[src/sv/rgcd_pkg.sv]
// Shared constants and types for the running GCD block.
package rgcd_pkg;

  localparam int FIELD_W     = 32;
  localparam int DATA_W_DEF  = 32;

  typedef logic [FIELD_W-1:0] field_t;

  // Control from the sequencer to the GCD core.
  typedef struct packed {
    logic start;
  } core_ctrl_t;

  // Status from the GCD core back to the sequencer.
  typedef struct packed {
    logic busy;
    logic done;
  } core_stat_t;

endpackage

[src/sv/rgcd_item_if.sv]
// Input channel: one operand of the sequence and its last flag.
interface rgcd_item_if;
  import rgcd_pkg::*;

  logic   valid;
  logic   ready;
  field_t value;
  logic   last;

  modport source (output valid, output value, output last, input ready);
  modport sink   (input valid, input value, input last, output ready);
endinterface

[src/sv/rgcd_result_if.sv]
// Output channel: the divisor of a finished sequence.
interface rgcd_result_if;
  import rgcd_pkg::*;

  logic   valid;
  logic   ready;
  field_t divisor;

  modport source (output valid, output divisor, input ready);
  modport sink   (input valid, input divisor, output ready);
endinterface

[src/sv/running_gcd_of_sequence.sv]
// Running GCD of a sequence: each transaction on item folds its value into a
// running divisor; a transaction with last set also delivers the divisor of the
// whole sequence on result and clears the running divisor to zero. Only the low
// DATA_WIDTH bits of value are used. One item at a time is worked on: item is
// not ready again until the binary GCD core has finished; the core's single
// subtract-and-shift unit removes at least one bit from its two operands each
// cycle. A delivered result waits in an output register, so the next item is
// taken while it is pending; a last item that finishes while that register is
// still full keeps item low until the result channel takes the older divisor.
module running_gcd_of_sequence #(
  parameter int DATA_WIDTH = rgcd_pkg::DATA_W_DEF
) (
  input logic          clk,
  input logic          rst,
  rgcd_item_if.sink    item,
  rgcd_result_if.source result
);
  import rgcd_pkg::*;

  typedef enum logic [1:0] {
    S_IDLE,
    S_RUN,
    S_EMIT
  } state_t;

  state_t                state;
  logic [DATA_WIDTH-1:0] acc;
  logic                  last_q;
  logic                  out_valid;
  field_t                out_divisor;
  core_ctrl_t            core_ctrl;
  core_stat_t            core_stat;
  logic [DATA_WIDTH-1:0] core_res;
  logic                  out_free;
  logic                  out_load;
  logic                  item_take;

  assign item.ready     = (state == S_IDLE);
  assign item_take      = item.valid && item.ready;
  assign core_ctrl.start = item_take;
  assign out_free       = !out_valid || result.ready;
  assign out_load       = ((state == S_RUN) && core_stat.done && last_q && out_free) ||
                          ((state == S_EMIT) && out_free);
  assign result.valid   = out_valid;
  assign result.divisor = out_divisor;

  rgcd_core #(
    .DATA_WIDTH (DATA_WIDTH)
  ) u_core (
    .clk  (clk),
    .rst  (rst),
    .ctrl (core_ctrl),
    .a_in (acc),
    .b_in (DATA_WIDTH'(item.value)),
    .stat (core_stat),
    .res  (core_res)
  );

  always_ff @(posedge clk) begin
    if (rst) begin
      state     <= S_IDLE;
      acc       <= '0;
      last_q    <= 1'b0;
      out_valid <= 1'b0;
    end else begin
      if (out_valid && result.ready && !out_load) begin
        out_valid <= 1'b0;
      end
      unique case (state)
        S_IDLE: begin
          if (item_take) begin
            last_q <= item.last;
            state  <= S_RUN;
          end
        end
        S_RUN: begin
          if (core_stat.done) begin
            if (!last_q) begin
              acc   <= core_res;
              state <= S_IDLE;
            end else if (out_free) begin
              out_valid   <= 1'b1;
              out_divisor <= FIELD_W'(core_res);
              acc         <= '0;
              state       <= S_IDLE;
            end else begin
              // hold the divisor until the output register drains
              acc   <= core_res;
              state <= S_EMIT;
            end
          end
        end
        S_EMIT: begin
          if (out_free) begin
            out_valid   <= 1'b1;
            out_divisor <= FIELD_W'(acc);
            acc         <= '0;
            state       <= S_IDLE;
          end
        end
        default: state <= S_IDLE;
      endcase
    end
  end

  a_take_idle_core: assert property (@(posedge clk) disable iff (rst)
    item_take |-> !core_stat.busy)
    else $error("item taken while the core is busy");

  a_done_in_run: assert property (@(posedge clk) disable iff (rst)
    core_stat.done |-> (state == S_RUN))
    else $error("core finished outside the run state");

  a_emit_clears: assert property (@(posedge clk) disable iff (rst)
    (state == S_EMIT) && out_free |=> (acc == '0) && out_valid)
    else $error("held divisor not delivered or accumulator not cleared");

  a_run_busy: assert property (@(posedge clk) disable iff (rst)
    $past(item_take && !rst) |-> core_stat.busy && (state == S_RUN))
    else $error("core not started after a transaction");

endmodule

[src/sv/rgcd_core.sv]
// Iterative binary GCD core: one subtract-and-shift step per cycle.
module rgcd_core #(
  parameter int DATA_WIDTH = rgcd_pkg::DATA_W_DEF
) (
  input  logic                   clk,
  input  logic                   rst,
  input  rgcd_pkg::core_ctrl_t   ctrl,
  input  logic [DATA_WIDTH-1:0]  a_in,
  input  logic [DATA_WIDTH-1:0]  b_in,
  output rgcd_pkg::core_stat_t   stat,
  output logic [DATA_WIDTH-1:0]  res
);
  import rgcd_pkg::*;

  localparam int KW = $clog2(DATA_WIDTH + 1);

  logic                  running;
  logic                  done;
  logic [DATA_WIDTH-1:0] a;
  logic [DATA_WIDTH-1:0] b;
  logic [KW-1:0]         k;
  logic                  a_zero;
  logic                  b_zero;
  logic                  finish;
  logic [DATA_WIDTH:0]   d_ab;
  logic [DATA_WIDTH-1:0] d_ba;
  logic [DATA_WIDTH-1:0] a_next;
  logic [DATA_WIDTH-1:0] b_next;
  logic [KW-1:0]         k_next;
  logic [DATA_WIDTH-1:0] res_next;

  assign a_zero = (a == '0);
  assign b_zero = (b == '0);
  assign finish = running && (a_zero || b_zero);
  assign d_ab   = {1'b0, a} - {1'b0, b};
  assign d_ba   = b - a;

  // One step of the shared unit; gcd(a, b) << k is kept invariant.
  always_comb begin
    a_next   = a;
    b_next   = b;
    k_next   = k;
    res_next = a_zero ? (b << k) : (a << k);
    priority if (!a[0] && !b[0]) begin
      a_next = a >> 1;
      b_next = b >> 1;
      k_next = k + KW'(1);
    end else if (!a[0]) begin
      a_next = a >> 1;
    end else if (!b[0]) begin
      b_next = b >> 1;
    end else if (!d_ab[DATA_WIDTH]) begin
      a_next = d_ab[DATA_WIDTH-1:0] >> 1;
    end else begin
      b_next = d_ba >> 1;
    end
  end

  always_ff @(posedge clk) begin
    if (rst) begin
      running <= 1'b0;
      done    <= 1'b0;
    end else begin
      done <= 1'b0;
      if (ctrl.start) begin
        running <= 1'b1;
      end else if (finish) begin
        running <= 1'b0;
        done    <= 1'b1;
      end
    end
  end

  always_ff @(posedge clk) begin
    if (ctrl.start) begin
      a <= a_in;
      b <= b_in;
      k <= '0;
    end else if (finish) begin
      res <= res_next;
    end else if (running) begin
      a <= a_next;
      b <= b_next;
      k <= k_next;
    end
  end

  assign stat.busy = running || done;
  assign stat.done = done;

endmodule
[src/flat_wrapper.sv]
// flat-port wrapper written by rule: the top's interface ports become plain ports
module running_gcd_of_sequence_flat import rgcd_pkg::*;
#(
  parameter int DATA_WIDTH = rgcd_pkg::DATA_W_DEF
)
  (clk, rst, item_valid, item_value, item_last, item_ready, result_valid, result_divisor, result_ready);
  rgcd_item_if item_i ();
  rgcd_result_if result_i ();
  input logic clk;
  input logic rst;
  input wire logic [$bits(item_i.valid)-1:0] item_valid;
  input wire logic [$bits(item_i.value)-1:0] item_value;
  input wire logic [$bits(item_i.last)-1:0] item_last;
  output wire logic [$bits(item_i.ready)-1:0] item_ready;
  output wire logic [$bits(result_i.valid)-1:0] result_valid;
  output wire logic [$bits(result_i.divisor)-1:0] result_divisor;
  input wire logic [$bits(result_i.ready)-1:0] result_ready;
  assign item_i.valid = item_valid;
  assign item_i.value = item_value;
  assign item_i.last = item_last;
  assign item_ready = item_i.ready;
  assign result_valid = result_i.valid;
  assign result_divisor = result_i.divisor;
  assign result_i.ready = result_ready;
  running_gcd_of_sequence #(.DATA_WIDTH(DATA_WIDTH)) u_core (.clk(clk), .rst(rst), .item(item_i), .result(result_i));
endmodule
[config.mk]
export PLATFORM = sky130hd
export DESIGN_NAME = running_gcd_of_sequence_flat
export DESIGN_NICKNAME = d
export VERILOG_FILES = /design/src/sv/rgcd_pkg.sv /design/src/sv/rgcd_item_if.sv /design/src/sv/rgcd_result_if.sv /design/src/sv/running_gcd_of_sequence.sv /design/src/sv/rgcd_core.sv /design/src/flat_wrapper.sv
export SDC_FILE = /design/constraint.sdc
export NUM_CORES = 1
export LEC_CHECK = 0
export BUFFER_PORTS_ARGS = -buffer_cell sky130_fd_sc_hd__buf_2
export CAP_MARGIN = 10
export CORE_AREA = 2 2 153 155
export DETAILED_ROUTE_END_ITERATION = 10
export DIE_AREA = 0 0 155 157
export HOLD_SLACK_MARGIN = 0.05
export PLACE_DENSITY = 0.76
export SLEW_MARGIN = 15
export SYNTH_ARGS = -nofsm -noshare
export SYNTH_HDL_FRONTEND = slang
export SYNTH_SLANG_ARGS = --single-unit
export TNS_END_PERCENT = 5
[constraint.sdc]
create_clock -name clk -period 6.66 [get_ports clk]
set_input_delay 0.999 -clock clk [delete_from_list [all_inputs] [get_ports clk]]
set_output_delay 0.999 -clock clk [all_outputs]
set_load 0.02 [all_outputs]
## Yosys cells after proc, flatten, opt, wreduce, memory -nomap -nowiden

Index checks and enable logic that the tools add are counted.

- Register bits after elaboration: 172
- Input port bits: 37
- Output and inout port bits: 34
- Logic and storage cells: 105

- $add $sub $neg: 3
- Eq/ne operators: 11
- Shifts and indexed selects: 2
- Muxes and demuxes: 39
- Bitwise gates (word level): 3
- Reductions and logical operators: 34

Operator list:

| cell | number |
|---|---|
| 2-to-1 mux 32 bit | 23 |
| one-hot mux 32 bit (2 select lines) | 2 |
| logical NOT 32 bit | 2 |
| << shifter 32 x 6 -> 32 bit | 2 |
| subtractor 32 x 32 -> 33 bit | 1 |
| subtractor 32 bit | 1 |
| AND reduction 3 bit | 4 |
| 2-to-1 mux 2 bit | 5 |
| inequality test 2 x 1 -> 1 bit (second input constant) | 5 |
| logical AND 1 bit | 9 |
| inequality test 4 x 1 -> 1 bit (second input constant) | 2 |
| AND reduction 4 bit | 2 |
| 2-to-1 mux 1 bit | 7 |
| adder 6 x 1 -> 6 bit (second input constant) | 1 |
| one-hot mux 2 bit (3 select lines) | 1 |
| AND reduction 2 bit | 3 |
| AND reduction 6 bit | 1 |
| nonzero test 2 bit | 3 |
| logical NOT 1 bit | 4 |
| inequality test 4 x 2 -> 1 bit (second input constant) | 1 |
| logical OR 1 bit | 3 |
| inverter 1 bit | 3 |
| nonzero test 3 bit | 1 |
| == test 2 x 1 -> 1 bit (second input constant) | 1 |
| 5 further kinds | 5 |

## Longest topological paths before layout

- Depth after elaboration: 12
- Depth in mapped cells: 15
- Depth with buffers taken out: 11

## By module

Synthesis repeated with hierarchy kept, for this count alone.

- Cell total of the unflattened synthesis: 1400
- Area, all modules: 12924.9 um^2

Modules (own cells, without submodules):

| module | times used | cells an instance | area each (um^2) | sequential area each (um^2) |
|---|---|---|---|---|
| rgcd_core | 1 | 1221 | 10214.8 | 3042.9 |
| running_gcd_of_sequence | 1 | 179 | 2710.1 | 1681.6 |

## Worst setup path before layout

No wires, ideal clock.

- Path kind: register to register
- Start: register u_core.u_core.a[0]
- End: register u_core.u_core.a[10] (enable)
- Setup time: 0.462 ns
- Arrival: 4.595 ns
- Data required time: 6.198 ns
- Slack: 1.603 ns
- Cell stages (with the launch flop): 13
- Path buffers: 1
- Clock period less this slack: 5.057 ns
- Path through: edfxtp_1 > and2b_1 > fa_1 > nor2b_1 > o31ai_2 > a21o_1 > o211ai_1 > o21ai_1 > o211a_1 > buf_4 > inv_1 > a21oi_1 > o21ai_0

- Word-level cells in the longest chain between the ends: 5
- Elaborated cells on any way between the ends: 10
- Classes of those cells: 1 x add/sub; 3 x eq/ne; 6 x reduce/logical

RTL lines:

| element | line | source |
|---|---|---|
| start, declared | rgcd_core.sv:19 | `logic [DATA_WIDTH-1:0] a;` |
| start signal, assigned | rgcd_core.sv:76 | `a <= a_in;` |
| start signal, assigned | rgcd_core.sv:82 | `a <= a_next;` |
| parallel branches: the longest is 4 deep, another holds subtractor 32 x 32 -> 33 bit | - |  |
| AND reduction 4 bit (no source line) (*) | - |  |

Mark *: on every way between the ends.
A chain may end at the register's enable or synchronous reset.

## Worst setup path in the final report

- Start: register u_core.u_core.a[0]
- End: register u_core.u_core.b[27] (data pin)

- Word-level cells in the longest chain between the ends: 8
- Elaborated cells on any way between the ends: 10
- Classes of those cells: 1 x add/sub; 7 x mux; 2 x reduce/logical

RTL lines:

| element | line | source |
|---|---|---|
| subtractor 32 bit | rgcd_core.sv:36 | `assign d_ba = b - a;` |
| 2-to-1 mux 32 bit | rgcd_core.sv:52 | `end else if (!d_ab[DATA_WIDTH]) begin` |
| 2-to-1 mux 32 bit | rgcd_core.sv:50 | `end else if (!b[0]) begin` |
| 2-to-1 mux 32 bit | rgcd_core.sv:48 | `end else if (!a[0]) begin` |
| 2-to-1 mux 32 bit (*) | rgcd_core.sv:44 | `priority if (!a[0] && !b[0]) begin` |
| 2-to-1 mux 32 bit (*) | rgcd_core.sv:81 | `end else if (running) begin` |
| 2-to-1 mux 32 bit (*) | rgcd_core.sv:79 | `end else if (finish) begin` |
| 2-to-1 mux 32 bit (*) | rgcd_core.sv:75 | `if (ctrl.start) begin` |
| end signal, assigned | rgcd_core.sv:77 | `b <= b_in;` |
| end signal, assigned | rgcd_core.sv:83 | `b <= b_next;` |
| end, declared | rgcd_core.sv:20 | `logic [DATA_WIDTH-1:0] b;` |

Every way passes the cells marked *; elsewhere a longest branch is shown, timed or not. The select of a mux whose other input is x is not followed.

==> impl_results.md <==
- Outcome: finished, final reports clean
- Top-level I/O count: a little over 70
- Die span in y: 157 um
- Fin crit share: 0.6614
- Worst reg2reg endpoint: u_core.u_core.b[27]
- Detail Route Antenna Nets: 0
- Drt first pass iters: 5
- Hold path start: u_core.last_q
- Num CTS Buffers: 17
- PD cells: roughly 400 nW/um^2
- Max-Cap Viols: 0
- Clock Pin Slew Worst Setup and Hold Paths: 0.08 ns
- Synthesized cell area: 13030 um^2
- Slew Limit Fails: 0
- Die width: 155 um
- H-tree depth: 4
- Register area share after synthesis: 0.3627
- CP arrival: approximately 4.7 ns
- Average wire per standard cell: 22.15 um
- Clock latency on the worst-skew pair: 0.44 ns
- Overall Power: 5609 uW
- Crit-path max FO: 20
- Number of port buffers: 70
- GRT overflow: 0
- Async set or reset register ratio after synthesis: 0
- Setup TNS Final: 0 ns
- Top delay family on crit path: compound AO/OA/AOI/OAI gates
- # setup viols final: 0
- # rows: 55
- Mapped Nets: ~1600
- Vias in the first global route: 10980
- Hold Path Sink: u_core.last_q
- Fin. Hold Viols: 0
- CP startpoint: u_core.u_core.a[0]
- Fin crit period: about 4.4 ns
- Hold path depth: 2
- Post-CTS Setup Bufs: 0
- CTS Sinks: 172
- Initial antenna violation count: 0
- Grt met3 use: 0.05837
- Initial core utilization: 0.5789
- TritonCTS clock tree: built
- Top-count cell post-synth: nor2_1
- Residual DRC: 0
- Leak: around 0.0056 uW
- Layout cell share with drive strength beyond 1: 0.1239
- Initial DRC Count: 1004
- Area Overhead vs Synth: 7.396%
- Hold_buf cts: 0
- #FFs+latches synth: between 150 and 200
- GR Util All Layers: 0.3323
- Synth area leaders: edfxtp_1, dfxtp_1, ha_1
- Cell count after synthesis: 1520
- Worst EP required: 6.93 ns
- Maximum VDD drop: 0.1725 mV
- Cts repair resizes: 0
- Worst slew margin: 0.2768
- Critical path, cell by cell: and2b_1 -> fa_1 -> nor2b_1 -> o31ai_2 -> a21o_1 -> o211ai_1 -> o21ai_1 -> o211a_1 -> and2_1 -> nand2_1 -> o31ai_1
- CTS max path bufs: 2
- Root Driver: clkbuf_16
- Post-synth top flop: edfxtp_1
- Crit Path Category: reg -> reg
- First-pass GRT wire length: 62470 um
- Vias: 11750
- Post-synth EDFFs: 128
- Crit start category: flip-flop
- Diodes inserted: 0
- Clk_skew: 0.01502 ns
- Hold crit path type: reg -> reg
- Largest net degree at the start of global routing: between 70 and 80
- R2R setup slack: 2.25 ns
- RSZ-0062 raised after global routing: no
- Total Wirelength: 40110 um
- CP Capture Type: flip-flop
- Worst r2r src: u_core.u_core.a[0]
- Ys Warns: 0
- Nets: approximately 1600
- Routability cong.: between 0.9 and 1
- R2R cell count: 11
- HPWL after DPL: 29170 um
- CP max-delay cell: o211a_1
- Synth top area share: 0.2951
- Unique masters post-synth: 76
- Core ar.: 22500 um^2
- Most used routing layer in global routing: met2
- Met2 usage: 0.5520
- Max Freq: 227.0 MHz
- GR Util met1: 0.4297
- Synth cell count leaders: nor2_1, a21oi_1, edfxtp_1, nand2_1, inv_1
- CP peak stage delay: 0.85 ns
- Syn avg cell area: 8.570 um^2
- Largest area contributor in the synthesized netlist: edfxtp_1
- DIE AREA: 24340 um^2
- Drt via density: 6.489
- Worst Path Buf+Inv: 0
- Worst Max-Slew Pin Slew: between 1 and 1.5 ns
## tightest hold or removal path, cell delays in order, from the launching register on
cell	delay, ns
dfxtp_1	0.34
nand2_1	0.06
a21oi_1	0.05
## cell usage in the layout (no fill, tap or decap), drive strengths merged, types with 48 or more instances in the layout
cell / netlist / layout
nor2: 189 / 189
a21oi: 143 / 143
edfxtp: 128 / 128
nand2: 126 / 126
inv: 86 / 93
buf: 34 / 84
ha: 65 / 65
nor3: 63 / 63
o21ai: 63 / 63
a21o: 48 / 48
## per-stage QoR
step | hold slack (ns) | utilization | area (um^2) | setup WS (ns) | cells
after detailed placement | 0.4817 | 0.5951 | 13390 | 2.438 | 1779
after global routing | 0.5425 | 0.6217 | 13990 | 1.990 | 1811
after global placement | 0.4812 | 0.5951 | 13390 | 2.621 | 1779
after CTS | 0.4921 | 0.6215 | 13980 | 2.409 | 1811
after floorplan | 0.4386 | - | 13030 | 1.603 | 1520
final | 0.4911 | 0.6217 | 13990 | 2.255 | 1811
## final cells by class
type | count | area, um^2
clock inverter | 15 | 167.7
clock buffer | 17 | 425.4
multi-input combinational | 1151 | 7531
timing repair buffer | 84 | 455.4
fill | 1963 | 8513
tap | 285 | 356.6
sequential | 172 | 4727
inverter | 87 | 326.6
## kinds of logic (layout without fill, tap and decap cells)
group           count (synthesis)  count (layout)  synth area share
mux                            82              82           0.07579
simple gates                  516             516            0.1824
flops                         172             172            0.3627
buf+inv                       197             203           0.06186
fa+ha+maj                      67              67           0.06551
xor+xnor                       55              55           0.03698
compound gates                431             431            0.2148
## where the power goes
part / switching, uW / leakage [uW] / internal, uW / total (uW)
combinational: 1830 / 0.00372 / 1140 / 2970
clock: 515 / 0.000291 / 507 / 1020
sequential: 257 / 0.00157 / 1360 / 1620
total: 2600 / 0.00558 / 3010 / 5610
## layer usage
metal	part of all wire	vias to the layer above	wire [um]
met5	0	-	0
met4	0.041	0	1662
met3	0.071	111	2842
met2	0.47	553	18800
met1	0.42	5606	16800
li1	-	5482	-
## how the worst max path moves through the flow
stage / endpoint / slack, ns / depth (start not counted)
after floorplan: u_core.u_core.a[10] / 1.60 / 12
after global placement: u_core.u_core.a[5] / 2.62 / 12
after detailed placement: u_core.u_core.b[27] / 2.44 / 11
after CTS: u_core.u_core.b[27] / 2.41 / 11
after global routing: u_core.u_core.b[27] / 1.99 / 11
final: u_core.u_core.b[27] / 2.25 / 11
## flip-flops by register name (all words and copies together), names as in the netlist
| register | flops |
|---|---|
| u_core.u_core.res | 32 |
| u_core.acc | 32 |
| u_core.result.divisor | 32 |
| u_core.u_core.a | 32 |
| u_core.u_core.k | 6 |
| u_core.last_q | 1 |
| u_core.state | 2 |
| u_core.u_core.b | 32 |
| u_core.u_core.done | 1 |
| u_core.u_core.running | 1 |
| u_core.result.valid | 1 |
(Power assumes the default switching activity.)
